$ cat src/hdl/dd_pkg.sv
`default_nettype none

package dd_pkg;

    localparam int RESULT_LIMIT = 16;
    localparam int AMOUNT_W = 8;
    localparam int WORK_W = 12;

    localparam logic [1:0] ACT_LOAD_ENTRY = 2'd0;
    localparam logic [1:0] ACT_LOAD_FREE = 2'd1;
    localparam logic [1:0] ACT_RUN = 2'd2;

    localparam logic REG_ACTIVE_PROCESSES = 1'b0;
    localparam logic REG_ACTIVE_RESOURCES = 1'b1;

    localparam logic [4:0] ACTIVE_PROCESSES_RST = 5'd5;
    localparam logic [3:0] ACTIVE_RESOURCES_RST = 4'd3;

    typedef struct packed {
        logic [1:0] action;
        logic [3:0] process_index;
        logic [2:0] resource_index;
        logic [7:0] allocation_amount;
        logic [7:0] request_amount;
        logic [7:0] available_amount;
    } in_beat_t;

    typedef struct packed {
        logic [3:0] process_number;
        logic       finished;
        logic       deadlock_found;
        logic       last;
    } out_beat_t;

    typedef struct packed {
        logic [4:0] active_processes;
        logic [3:0] active_resources;
    } cfg_t;

    typedef enum logic [1:0] {
        CMD_LOAD_ENTRY,
        CMD_LOAD_FREE,
        CMD_RUN
    } cmd_kind_t;

    typedef struct packed {
        cmd_kind_t  kind;
        logic [3:0] process_index;
        logic [2:0] resource_index;
        logic [7:0] allocation_amount;
        logic [7:0] request_amount;
        logic [7:0] available_amount;
    } cmd_t;

    typedef enum logic [2:0] {
        ST_CLEAR,
        ST_IDLE,
        ST_PSTART,
        ST_SCAN,
        ST_APPLY,
        ST_PNEXT,
        ST_REPORT
    } back_state_t;

endpackage

`default_nettype wire

$ cat src/hdl/dd_ram.sv
`default_nettype none

module dd_ram #(
    parameter int WIDTH = 16,
    parameter int DEPTH = 128
) (
    input  wire logic                                  aclk,
    input  wire logic                                  we,
    input  wire logic [(DEPTH > 1 ? $clog2(DEPTH) : 1)-1:0] waddr,
    input  wire logic [WIDTH-1:0]                      wdata,
    input  wire logic [(DEPTH > 1 ? $clog2(DEPTH) : 1)-1:0] raddr,
    output logic [WIDTH-1:0]                           rdata
);

    logic [WIDTH-1:0] mem_reg [DEPTH];
    logic [WIDTH-1:0] rdata_reg;

    always_ff @(posedge aclk) begin
        if (we) begin
            mem_reg[waddr] <= wdata;
        end
        rdata_reg <= mem_reg[raddr];
    end

    assign rdata = rdata_reg;

endmodule

`default_nettype wire

$ cat src/hdl/dd_front.sv
`default_nettype none

module dd_front #(
    parameter int MAX_PROCESSES = 16,
    parameter int MAX_RESOURCES = 8
) (
    input  wire logic             s_valid,
    output logic                  s_ready,
    input  wire dd_pkg::in_beat_t s_data,
    input  wire logic             clear_done,
    output logic                  push_valid,
    input  wire logic             push_ready,
    output dd_pkg::cmd_t          push_cmd
);

    logic keep;
    logic entry_ok;
    logic free_ok;

    assign entry_ok = (32'(s_data.process_index) < MAX_PROCESSES)
                   && (32'(s_data.resource_index) < MAX_RESOURCES);
    assign free_ok = 32'(s_data.resource_index) < MAX_RESOURCES;

    always_comb begin
        push_cmd.process_index = s_data.process_index;
        push_cmd.resource_index = s_data.resource_index;
        push_cmd.allocation_amount = s_data.allocation_amount;
        push_cmd.request_amount = s_data.request_amount;
        push_cmd.available_amount = s_data.available_amount;
        case (s_data.action)
            dd_pkg::ACT_LOAD_ENTRY: begin
                push_cmd.kind = dd_pkg::CMD_LOAD_ENTRY;
                keep = entry_ok;
            end
            dd_pkg::ACT_LOAD_FREE: begin
                push_cmd.kind = dd_pkg::CMD_LOAD_FREE;
                keep = free_ok;
            end
            dd_pkg::ACT_RUN: begin
                push_cmd.kind = dd_pkg::CMD_RUN;
                keep = 1'b1;
            end
            default: begin
                push_cmd.kind = dd_pkg::CMD_RUN;
                keep = 1'b0;
            end
        endcase
    end

    // dropped beats are still taken, they just never reach the queue
    assign s_ready = clear_done && push_ready;
    assign push_valid = s_valid && s_ready && keep;

endmodule

`default_nettype wire

$ cat src/hdl/dd_fifo.sv
`default_nettype none

module dd_fifo (
    input  wire logic         aclk,
    input  wire logic         aresetn,
    input  wire logic         push_valid,
    output logic              push_ready,
    input  wire dd_pkg::cmd_t push_cmd,
    output logic              pop_valid,
    input  wire logic         pop_ready,
    output dd_pkg::cmd_t      pop_cmd
);

    dd_pkg::cmd_t slots_reg [2];
    logic         wr_ptr_reg, wr_ptr_next;
    logic         rd_ptr_reg, rd_ptr_next;
    logic [1:0]   count_reg, count_next;
    logic         do_push;
    logic         do_pop;

    assign push_ready = count_reg != 2'd2;
    assign pop_valid = count_reg != 2'd0;
    assign pop_cmd = slots_reg[rd_ptr_reg];
    assign do_push = push_valid && push_ready;
    assign do_pop = pop_valid && pop_ready;

    always_comb begin
        wr_ptr_next = do_push ? ~wr_ptr_reg : wr_ptr_reg;
        rd_ptr_next = do_pop ? ~rd_ptr_reg : rd_ptr_reg;
        count_next = count_reg;
        if (do_push && !do_pop) begin
            count_next = count_reg + 2'd1;
        end else if (do_pop && !do_push) begin
            count_next = count_reg - 2'd1;
        end
    end

    always_ff @(posedge aclk) begin
        if (!aresetn) begin
            wr_ptr_reg <= 1'b0;
            rd_ptr_reg <= 1'b0;
            count_reg <= 2'd0;
        end else begin
            wr_ptr_reg <= wr_ptr_next;
            rd_ptr_reg <= rd_ptr_next;
            count_reg <= count_next;
        end
    end

    always_ff @(posedge aclk) begin
        if (do_push) begin
            slots_reg[wr_ptr_reg] <= push_cmd;
        end
    end

endmodule

`default_nettype wire

$ cat src/hdl/dd_back.sv
`default_nettype none

module dd_back #(
    parameter int MAX_PROCESSES = 16,
    parameter int MAX_RESOURCES = 8
) (
    input  wire logic          aclk,
    input  wire logic          aresetn,
    input  wire dd_pkg::cfg_t  cfg,
    input  wire logic          pop_valid,
    output logic               pop_ready,
    input  wire dd_pkg::cmd_t  pop_cmd,
    output logic               clear_done,
    output logic               m_valid,
    input  wire logic          m_ready,
    output dd_pkg::out_beat_t  m_data
);

    localparam int DEPTH = MAX_PROCESSES * MAX_RESOURCES;
    localparam int AW = DEPTH > 1 ? $clog2(DEPTH) : 1;
    localparam int NP_MAX = MAX_PROCESSES < dd_pkg::RESULT_LIMIT ?
                            MAX_PROCESSES : dd_pkg::RESULT_LIMIT;
    localparam int NP_W = $clog2(NP_MAX + 1);
    localparam int NR_W = $clog2(MAX_RESOURCES + 1);
    localparam int P_W = MAX_PROCESSES > 1 ? $clog2(MAX_PROCESSES) : 1;
    localparam int RI_W = MAX_RESOURCES > 1 ? $clog2(MAX_RESOURCES) : 1;
    localparam int AMT_W = dd_pkg::AMOUNT_W;
    localparam int ENTRY_W = 2 * AMT_W;
    localparam int WK_W = dd_pkg::WORK_W;
    localparam logic [WK_W-1:0] WORK_MAX = {WK_W{1'b1}};
    localparam logic [AW-1:0] LAST_ADDR = AW'(DEPTH - 1);

    dd_pkg::back_state_t state_reg, state_next;
    logic [AW-1:0]       clr_reg, clr_next;
    logic [P_W-1:0]      p_reg, p_next;
    logic [NR_W-1:0]     issue_reg, issue_next;
    logic                pend_reg, pend_next;
    logic [RI_W-1:0]     pend_idx_reg, pend_idx_next;
    logic                fail_reg, fail_next;
    logic                progress_reg, progress_next;
    logic [MAX_PROCESSES-1:0] done_reg, done_next;
    logic [WK_W-1:0]     work_reg [MAX_RESOURCES];
    logic [WK_W-1:0]     work_next [MAX_RESOURCES];
    logic [AMT_W-1:0]    hrow_reg [MAX_RESOURCES];
    logic [AMT_W-1:0]    hrow_next [MAX_RESOURCES];
    logic [AMT_W-1:0]    free_reg [MAX_RESOURCES];
    logic [AMT_W-1:0]    free_next [MAX_RESOURCES];
    logic                out_valid_reg, out_valid_next;
    dd_pkg::out_beat_t   out_beat_reg, out_beat_next;

    logic                ram_we;
    logic [AW-1:0]       ram_waddr;
    logic [ENTRY_W-1:0]  ram_wdata;
    logic [AW-1:0]       ram_raddr;
    logic [ENTRY_W-1:0]  ram_rdata;

    logic [31:0]         np_full;
    logic [31:0]         nr_full;
    logic [NP_W-1:0]     np;
    logic [NR_W-1:0]     nr;
    logic                last_p;
    logic                last_data;
    logic [AMT_W-1:0]    wanted;
    logic [AMT_W-1:0]    held;
    logic                fail_now;
    logic                deadlock;

    dd_ram #(
        .WIDTH(ENTRY_W),
        .DEPTH(DEPTH)
    ) u_entry_ram (
        .aclk (aclk),
        .we   (ram_we),
        .waddr(ram_waddr),
        .wdata(ram_wdata),
        .raddr(ram_raddr),
        .rdata(ram_rdata)
    );

    always_comb begin
        np_full = 32'(cfg.active_processes);
        if (np_full == 32'd0) begin
            np_full = 32'd1;
        end else if (np_full > NP_MAX) begin
            np_full = 32'(NP_MAX);
        end
        nr_full = 32'(cfg.active_resources);
        if (nr_full == 32'd0) begin
            nr_full = 32'd1;
        end else if (nr_full > MAX_RESOURCES) begin
            nr_full = 32'(MAX_RESOURCES);
        end
    end

    assign np = NP_W'(np_full);
    assign nr = NR_W'(nr_full);
    assign last_p = (32'(p_reg) + 32'd1) == 32'(np);
    assign last_data = (32'(pend_idx_reg) + 32'd1) == 32'(nr);
    assign wanted = ram_rdata[AMT_W-1:0];
    assign held = ram_rdata[ENTRY_W-1:AMT_W];
    assign fail_now = WK_W'(wanted) > work_reg[pend_idx_reg];
    assign clear_done = state_reg != dd_pkg::ST_CLEAR;
    assign m_valid = out_valid_reg;
    assign m_data = out_beat_reg;

    always_comb begin
        deadlock = 1'b0;
        for (int i = 0; i < MAX_PROCESSES; i++) begin
            if (i < 32'(np) && !done_reg[i]) begin
                deadlock = 1'b1;
            end
        end
    end

    always_comb begin
        logic [WK_W:0] sum;
        sum = '0;
        state_next = state_reg;
        clr_next = clr_reg;
        p_next = p_reg;
        issue_next = issue_reg;
        pend_next = pend_reg;
        pend_idx_next = pend_idx_reg;
        fail_next = fail_reg;
        progress_next = progress_reg;
        done_next = done_reg;
        work_next = work_reg;
        hrow_next = hrow_reg;
        free_next = free_reg;
        out_valid_next = out_valid_reg && !m_ready;
        out_beat_next = out_beat_reg;
        ram_we = 1'b0;
        ram_waddr = clr_reg;
        ram_wdata = '0;
        ram_raddr = AW'(32'(p_reg) * MAX_RESOURCES + 32'(issue_reg));
        pop_ready = 1'b0;

        case (state_reg)
            dd_pkg::ST_CLEAR: begin
                ram_we = 1'b1;
                if (clr_reg == LAST_ADDR) begin
                    state_next = dd_pkg::ST_IDLE;
                end else begin
                    clr_next = clr_reg + 1'b1;
                end
            end
            dd_pkg::ST_IDLE: begin
                pop_ready = 1'b1;
                if (pop_valid) begin
                    case (pop_cmd.kind)
                        dd_pkg::CMD_LOAD_ENTRY: begin
                            ram_we = 1'b1;
                            ram_waddr = AW'(32'(pop_cmd.process_index) * MAX_RESOURCES
                                            + 32'(pop_cmd.resource_index));
                            ram_wdata = {pop_cmd.allocation_amount, pop_cmd.request_amount};
                        end
                        dd_pkg::CMD_LOAD_FREE: begin
                            free_next[RI_W'(pop_cmd.resource_index)] =
                                pop_cmd.available_amount;
                        end
                        dd_pkg::CMD_RUN: begin
                            for (int r = 0; r < MAX_RESOURCES; r++) begin
                                work_next[r] = WK_W'(free_reg[r]);
                            end
                            done_next = '0;
                            p_next = '0;
                            progress_next = 1'b0;
                            state_next = dd_pkg::ST_PSTART;
                        end
                        default: begin
                        end
                    endcase
                end
            end
            dd_pkg::ST_PSTART: begin
                if (done_reg[p_reg]) begin
                    state_next = dd_pkg::ST_PNEXT;
                end else begin
                    issue_next = '0;
                    pend_next = 1'b0;
                    fail_next = 1'b0;
                    state_next = dd_pkg::ST_SCAN;
                end
            end
            dd_pkg::ST_SCAN: begin
                // read of entry issue_reg overlaps the check of the entry before it
                if (issue_reg < nr) begin
                    pend_next = 1'b1;
                    pend_idx_next = RI_W'(issue_reg);
                    issue_next = issue_reg + 1'b1;
                end else begin
                    pend_next = 1'b0;
                end
                if (pend_reg) begin
                    hrow_next[pend_idx_reg] = held;
                    fail_next = fail_reg || fail_now;
                    if (last_data) begin
                        state_next = (fail_reg || fail_now) ? dd_pkg::ST_PNEXT
                                                           : dd_pkg::ST_APPLY;
                    end
                end
            end
            dd_pkg::ST_APPLY: begin
                for (int r = 0; r < MAX_RESOURCES; r++) begin
                    if (r < 32'(nr)) begin
                        sum = {1'b0, work_reg[r]} + (WK_W + 1)'(hrow_reg[r]);
                        work_next[r] = sum[WK_W] ? WORK_MAX : sum[WK_W-1:0];
                    end
                end
                done_next[p_reg] = 1'b1;
                progress_next = 1'b1;
                state_next = dd_pkg::ST_PNEXT;
            end
            dd_pkg::ST_PNEXT: begin
                if (last_p) begin
                    p_next = '0;
                    progress_next = 1'b0;
                    state_next = progress_reg ? dd_pkg::ST_PSTART : dd_pkg::ST_REPORT;
                end else begin
                    p_next = p_reg + 1'b1;
                    state_next = dd_pkg::ST_PSTART;
                end
            end
            dd_pkg::ST_REPORT: begin
                if (!out_valid_reg || m_ready) begin
                    out_valid_next = 1'b1;
                    out_beat_next.process_number = 4'(p_reg);
                    out_beat_next.finished = done_reg[p_reg];
                    out_beat_next.deadlock_found = deadlock;
                    out_beat_next.last = last_p;
                    if (last_p) begin
                        state_next = dd_pkg::ST_IDLE;
                    end else begin
                        p_next = p_reg + 1'b1;
                    end
                end
            end
            default: begin
                state_next = dd_pkg::ST_IDLE;
            end
        endcase
    end

    always_ff @(posedge aclk) begin
        if (!aresetn) begin
            state_reg <= dd_pkg::ST_CLEAR;
            clr_reg <= '0;
            p_reg <= '0;
            issue_reg <= '0;
            pend_reg <= 1'b0;
            fail_reg <= 1'b0;
            progress_reg <= 1'b0;
            done_reg <= '0;
            out_valid_reg <= 1'b0;
            for (int r = 0; r < MAX_RESOURCES; r++) begin
                free_reg[r] <= '0;
            end
        end else begin
            state_reg <= state_next;
            clr_reg <= clr_next;
            p_reg <= p_next;
            issue_reg <= issue_next;
            pend_reg <= pend_next;
            fail_reg <= fail_next;
            progress_reg <= progress_next;
            done_reg <= done_next;
            out_valid_reg <= out_valid_next;
            free_reg <= free_next;
        end
    end

    always_ff @(posedge aclk) begin
        pend_idx_reg <= pend_idx_next;
        work_reg <= work_next;
        hrow_reg <= hrow_next;
        out_beat_reg <= out_beat_next;
    end

endmodule

`default_nettype wire

$ cat src/hdl/deadlock_detector.sv
// Resource-allocation deadlock detector.
// Input channel (s_valid/s_ready/s_data): each beat either loads one
// allocation/request pair of a process, loads one available amount, starts
// a detection run, or is dropped (unused action, out-of-range index).
// Loads execute while the back end is idle; a two-entry command queue
// decouples acceptance from execution. A run copies available into the
// work vector and repeats passes over the active processes until a pass
// finishes none. Each unfinished process visited reads one entry-RAM word
// per active resource, pipelined with the check, and adds its allocation
// in a further step when it finishes; a finished one is skipped.
// Passes <= processes + 1. The run then emits one beat per active process
// on m_valid/m_ready/m_data, one per cycle while the receiver is ready,
// last flagged on the final one. Further input waits in the queue during runs.
// A stalled receiver holds the output register; the run waits for it.
// APB registers: 0x0 active_processes, 0x4 active_resources.
// After reset a clearing pass zeroes all MAX_PROCESSES * MAX_RESOURCES
// entry-RAM words (128 by default); s_ready stays low until it ends.
`default_nettype none

module deadlock_detector #(
    parameter int MAX_PROCESSES = 16,
    parameter int MAX_RESOURCES = 8
) (
    input  wire logic              aclk,
    input  wire logic              aresetn,
    input  wire logic              s_valid,
    output logic                   s_ready,
    input  wire dd_pkg::in_beat_t  s_data,
    output logic                   m_valid,
    input  wire logic              m_ready,
    output dd_pkg::out_beat_t      m_data,
    input  wire logic              psel,
    input  wire logic              penable,
    input  wire logic              pwrite,
    input  wire logic [2:0]        paddr,
    input  wire logic [31:0]       pwdata,
    output logic [31:0]            prdata,
    output logic                   pready
);

    dd_pkg::cfg_t cfg_reg, cfg_next;
    logic         cfg_we;
    logic         clear_done;
    logic         push_valid;
    logic         push_ready;
    dd_pkg::cmd_t push_cmd;
    logic         pop_valid;
    logic         pop_ready;
    dd_pkg::cmd_t pop_cmd;

    assign pready = 1'b1;
    assign cfg_we = psel && penable && pwrite;

    always_comb begin
        cfg_next = cfg_reg;
        prdata = '0;
        case (paddr[2])
            dd_pkg::REG_ACTIVE_PROCESSES: begin
                prdata = 32'(cfg_reg.active_processes);
                if (cfg_we) begin
                    cfg_next.active_processes = pwdata[4:0];
                end
            end
            dd_pkg::REG_ACTIVE_RESOURCES: begin
                prdata = 32'(cfg_reg.active_resources);
                if (cfg_we) begin
                    cfg_next.active_resources = pwdata[3:0];
                end
            end
            default: begin
            end
        endcase
    end

    always_ff @(posedge aclk) begin
        if (!aresetn) begin
            cfg_reg.active_processes <= dd_pkg::ACTIVE_PROCESSES_RST;
            cfg_reg.active_resources <= dd_pkg::ACTIVE_RESOURCES_RST;
        end else begin
            cfg_reg <= cfg_next;
        end
    end

    dd_front #(
        .MAX_PROCESSES(MAX_PROCESSES),
        .MAX_RESOURCES(MAX_RESOURCES)
    ) u_front (
        .s_valid   (s_valid),
        .s_ready   (s_ready),
        .s_data    (s_data),
        .clear_done(clear_done),
        .push_valid(push_valid),
        .push_ready(push_ready),
        .push_cmd  (push_cmd)
    );

    dd_fifo u_fifo (
        .aclk      (aclk),
        .aresetn   (aresetn),
        .push_valid(push_valid),
        .push_ready(push_ready),
        .push_cmd  (push_cmd),
        .pop_valid (pop_valid),
        .pop_ready (pop_ready),
        .pop_cmd   (pop_cmd)
    );

    dd_back #(
        .MAX_PROCESSES(MAX_PROCESSES),
        .MAX_RESOURCES(MAX_RESOURCES)
    ) u_back (
        .aclk      (aclk),
        .aresetn   (aresetn),
        .cfg       (cfg_reg),
        .pop_valid (pop_valid),
        .pop_ready (pop_ready),
        .pop_cmd   (pop_cmd),
        .clear_done(clear_done),
        .m_valid   (m_valid),
        .m_ready   (m_ready),
        .m_data    (m_data)
    );

endmodule

`default_nettype wire

$ cat config.mk
export PLATFORM = sky130hd
export DESIGN_NAME = deadlock_detector
export DESIGN_NICKNAME = d
export VERILOG_FILES = /design/src/hdl/dd_pkg.sv /design/src/hdl/dd_ram.sv /design/src/hdl/dd_front.sv /design/src/hdl/dd_fifo.sv /design/src/hdl/dd_back.sv /design/src/hdl/deadlock_detector.sv
export SDC_FILE = /design/constraint.sdc
export NUM_CORES = 2
export LEC_CHECK = 0
export BUFFER_PORTS_ARGS = -buffer_cell sky130_fd_sc_hd__buf_2
export CAP_MARGIN = 5
export CORE_ASPECT_RATIO = 2
export CORE_MARGIN = 8
export CORE_UTILIZATION = 25
export CTS_CLUSTER_DIAMETER = 100
export CTS_CLUSTER_SIZE = 25
export DETAILED_ROUTE_END_ITERATION = 6
export PLACE_DENSITY = 0.42
export SLEW_MARGIN = 20
export SYNTH_ARGS = -nofsm -noshare
export SYNTH_HDL_FRONTEND = slang
export SYNTH_SLANG_ARGS = --single-unit
$ cat constraint.sdc
create_clock -name aclk -period 5.76 [get_ports aclk]
set_input_delay 0.288 -clock aclk [delete_from_list [all_inputs] [get_ports aclk]]
set_output_delay 0.288 -clock aclk [all_outputs]
set_load 0.03 [all_outputs]
# After elaboration in Yosys (flattened, before gate mapping)
# Memory sizes are Yosys's and may differ from the RTL's. A register that Yosys moved wholly into a read port is not among the register bits.
# Cells that the tools add are included.
classes:
  n_mux: 93
  magnitude_cmp: 34
  reduce_logical: 87
  n_bitwise: 7
  n_addsub: 17
  eq_ne: 33
ops:
  columns: ["operator", "n"]
  rows:
  - ["$mux W12", 18]
  - ["$mux W96", 2]
  - ["$pmux W96 S2", 1]
  - ["$bwmux W64", 2]
  - ["$add A12 B8 Y13", 8]
  - ["$mux W16", 5]
  - ["$pmux W32 S2", 1]
  - ["$demux W8 S3", 2]
  - ["$lt A4 B5 Y1 const A", 8]
  - ["$bmux W12 S3", 1]
  - ["$mux W4", 9]
  - ["$reduce_and A4 Y1", 9]
  - ["$eq A32 B4 Y1", 1]
  - ["$eq A32 B5 Y1", 1]
  - ["$pmux W16 S2", 1]
  - ["$mux W3", 10]
  - ["$ne A2 B1 Y1 const B", 15]
  - ["$logic_and A1 B1 Y1", 29]
  - ["$mux W1", 22]
  - ["$mux W7", 3]
  - ["$pmux W3 S7", 1]
  - ["$logic_not A1 Y1", 20]
  - ["$lt A3 B5 Y1 const A", 4]
  - ["$lt A3 B4 Y1 const A", 4]
  - ["other kinds (53)", 94]
word_totals:
  ff_bits: 285
  input_bits: 75
  n_memories: 2
  elab_cells: 316
  ram_bits: 2114
mem_list:
  columns: ["name", "words", "word_bits", "rd", "rd_clocked_by_memory_dff", "write_ports", "line_no", "source"]
  rows:
  - ["u_back.u_entry_ram.mem_reg", 128, 16, 1, 1, 1, "dd_ram.sv:15", "logic [WIDTH-1:0] mem_reg [DEPTH];"]
  - ["u_fifo.slots_reg", 2, 33, 1, 1, 1, "dd_fifo.sv:14", "dd_pkg::cmd_t slots_reg [2];"]

# Depth between registers and ports, before layout
depth:
  depth_word: 10
  depth_mapped: 16

# Hierarchy
# A second synthesis with hierarchy kept.
unflattened:
  hier_cells: 4740
  hier_area_um2: 96946.7
by_module_without_submodules:
  columns: ["module", "n_inst", "area_each_um2", "cells_each"]
  rows:
  - ["dd_ram", 1, 78522.8, 3086]
  - ["dd_back", 1, 14886.8, 1417]
  - ["dd_fifo", 1, 2616.3, 127]
  - ["deadlock_detector", 1, 659.4, 74]
  - ["dd_front", 1, 261.5, 36]

# Least setup slack after synthesis
# No wires, ideal clock.
synth_timing:
  kind: "register -> register"
  start: "register (tool-made name)"
  end: "memory u_back.u_entry_ram.mem_reg[0][10] (data pin)"
  setup_ps: 797
  stages_incl_launch_ff: 7
  path_slack_ps: 399
  arrival_time_ps: 4564
  cell_sequence: "dfxtp_1 buf_2 buf_2 buf_4 buf_1 mux2i_1 nor2_1"
synth_rtl:
  columns: ["item", "line_no"]
  rows:
  - ["end, declared", "dd_ram.sv:15"]

# Worst setup path after layout
layout_timing:
  start: "register u_back.p_reg[0]"
  end: "register u_back.u_entry_ram.rdata_reg[11], in the netlist u_back.u_entry_ram.rdata[11] (read register of u_back.u_entry_ram.mem_reg)"
layout_via:
  elab_chain_cells: 1
layout_rtl:
  columns: ["item", "line_no", "source"]
  rows:
  - ["start, declared", "dd_back.sv:35", "logic [P_W-1:0] p_reg, p_next;"]
  - ["start signal, assigned", "dd_back.sv:261", "p_reg <= p_next;"]
  - ["$add A7 B4 Y7", "dd_back.sv:135", "ram_raddr = AW'(32'(p_reg) * MAX_RESOURCES + 32'(issue_reg));"]
  - ["end, declared", "dd_ram.sv:16", "logic [WIDTH-1:0] rdata_reg;"]
# No other way between the ends.
# A chain may end at the register's enable or synchronous reset.

==> impl_metrics.toml <==
[outcome]
status = "finished, final reports clean"

[power]
pwr_density_cell_mw_per_mm2 = 296.6
power_leakage_nw = 29.43
p_total_w = 0.03228
ir_worst_vdd_mv = 0.2917

[timing]
finClkSkew_ns = 0.05717
fin_crit_ns = 4.684
tns_ns = 0
rsz0062_at_grt = "no"
worstMarginPinSlew_ns = 1.180
relSlewSlack_pct = 21.32
fin_crit_sh_pct = 81.31
hold_viol = 0
setup_violations = 0
finalMaxSlewViolations = 0
clock.fmax_ghz = 0.2135

[clocking]
cts-resized-gates = 0
cts-root-buf = "clkbuf_16"
cts_setup_buffers = 0
clk_path_buf_depth = 3
clkSinkCount = 2416
clk_pin_slew_ns = 0.11
cts_tree = "built"
numCtsBuffers = 106
h-tree-depth = 3
clk-insertion-delay-late_ns = 0.82
cts_hold_buf = 52

[route]
vias = 48560
drtPass1Iterations = 5
wire_per_inst_um = 27.66
vias_per_cell = 4.615
routed_wirelength_um = 291100
drtAntennaViolNets = 0
drc = 0
first_iter_violations = 3398

[final_layout]
final_layout_size_suffix_gt1_share_pct = 21.93
ff_latch_area_mm2 = 0.07124
multi_input_area_mm2 = 0.02395
final_cell_mix = "edfxtp_1 (2284), mux4_2 (524), nor2_1 (338), buf_4 (312), o22ai_1 (181)"
largest_register_ffs = 2048
fin_cells = 10520
final_util_pct = 28.35
fillers = 38080
layout.cells.most_common = "edfxtp_1"
fin_nets = 5566
final_area_mm2 = 0.1089
area_growth_pct = 12.95

[synth]
synth_compound_area_share_pct = 4.649
syn_area_mm2 = 0.09637
synth_top_family_by_area = "multiplexers"
synth-simple-area-share_pct = 3.459
synth_edf_count = 2284
synth_seq_cells = 2416
synth_xor_area_share_pct = 0.6777
yosys.cell_types.count = 74
avgSynthCellArea_um2 = 18.87
yosysTopAreaCell = "edfxtp_1"
synth_fa_ha_area_share_pct = 1.270
synthMuxAreaShare_pct = 14.25
asyncSetResetFlopFracSynth_pct = 0
ys.flop_type = "edfxtp_1"
synthTopCellsByArea = "edfxtp_1 (71%), mux4_2 (12%), dfxtp_1 (2.7%)"
netlist_instances = 5107
yosysTopAreaCellShare_pct = 71.17
synth-seq-area-share_pct = 73.91
yosys_warnings = 0

[die]
die_w_um = 455.0
dieArea_mm2 = 0.4068
start_util_pct = 25.10
core_mm2 = 0.3840
die_h_um = 894.0
ios = 117
rows = 322

[setup_path]
path_class = "reg2reg"
cp-start-kind = "flop"
worstPathMaxFanout = 17
end_kind = "flop"
cp.arrival_ns = 5.41
required_ns = 6.49

[global_routing]
grt_pass1_wl_um = 407500
grt_pass1_vias = 51780
antenna_found_initial = 9
grt_usage_pct = 13.93
grt_overflow_total = 0
grt_max_degree = 105

[place]
place_congestion = 0.9902
dp_cells = 10260
io_buffers = 59
dpl.hpwl_um = 201600
place_area_mm2 = 0.1052

[job]
max_cap_viol_count = 0

[worst_hold_path]
hold_class = "in2reg"
## critical path: stages, from the launching register on
cell and delay, ns:
dfxtp_1 0.81, ha_1 0.35, ha_4 0.20, xor2_1 0.65
nor2_1 0.12, nand2_1 0.76, buf_4 0.36, o22ai_1 0.10
a211oi_1 0.38, o221ai_1 0.62, o21ai_0 0.23
## final timing paths
kind                                                        endpoint  slack, ns  cells after the start                    startpoint
worst max-delay path            u_back.u_entry_ram.rdata[11]$_DFF_P_       1.08                     10  u_back.p_reg[0]$_SDFFE_PN0P_
worst min-delay path                u_fifo.slots_reg[1][2]$_DFFE_PP_       0.21                      2                     s_data[2]
worst max register to register  u_back.u_entry_ram.rdata[11]$_DFF_P_       1.08                     10  u_back.p_reg[0]$_SDFFE_PN0P_
worst min register to register          u_back.fail_reg$_SDFFE_PN0P_       0.50                      2  u_back.fail_reg$_SDFFE_PN0P_
## metal layers
metal	GRT usage (%)	share of wire [%]	vias up
met5	0	0	-
met4	5.855	4.8	0
met3	0.9928	2.2	282
met2	28.32	58	792
met1	14.36	35	26260
li1	-	-	21230
## through the flow
stage	hold WS, ns	worst slack, ns
6_report	0.2116	1.076
3_5_place_dp	0.4716	1.060
3_3_place_gp	0.4554	1.176
4_1_cts	0.1201	1.034
2_1_floorplan	0.3869	0.3994
5_1_grt	0.1759	0.9500
## power breakdown
group	leakage, nW	internal (W)	switching (W)
sequential	18.9	0.0195	0.000474
clock	1.43	0.00353	0.00551
combinational	9.07	0.00111	0.00213
## synthesized netlist by cell type (11+ instances only)
cell type / instances
mux4_2: 524
o221ai_1: 16
buf_4: 54
dfxtp_1: 132
and3_1: 11
mux2_2: 16
edfxtp_1: 2284
inv_1: 59
nor2b_1: 26
ha_1: 85
o22ai_1: 185
buf_1: 29
mux2i_1: 175
o21a_1: 24
and2_1: 13
o21bai_1: 14
nor2_1: 407
nand4_1: 13
a31oi_1: 85
xor2_1: 40
nand2b_1: 32
a211oi_1: 84
o21ai_0: 84
a21oi_1: 99
a21o_1: 14
buf_2: 76
nand2_1: 94
nand3_1: 41
xnor2_1: 32
clkbuf_1: 150
nor3_1: 79
## layout make-up
| class | count | share of cell area, % |
|---|---|---|
| clock buffer | 163 | 2.672 |
| clock inverter | 6 | 0.06782 |
| antenna | 40 | 0.09196 |
| tap | 5022 | 5.773 |
| inverter | 61 | 0.2104 |
| multi-input combinational | 2345 | 22.00 |
| timing repair buffer | 468 | 3.731 |
| sequential | 2416 | 65.45 |
## kinds of logic after synthesis
kind of cell | Yosys count
other cells | 2
buf+inv | 372
compound gates | 684
flops | 2416
mux | 715
xor+xnor | 73
simple gates | 752
fa+ha+maj | 93
No activity file was read; power rests on OpenSTA's default activity.
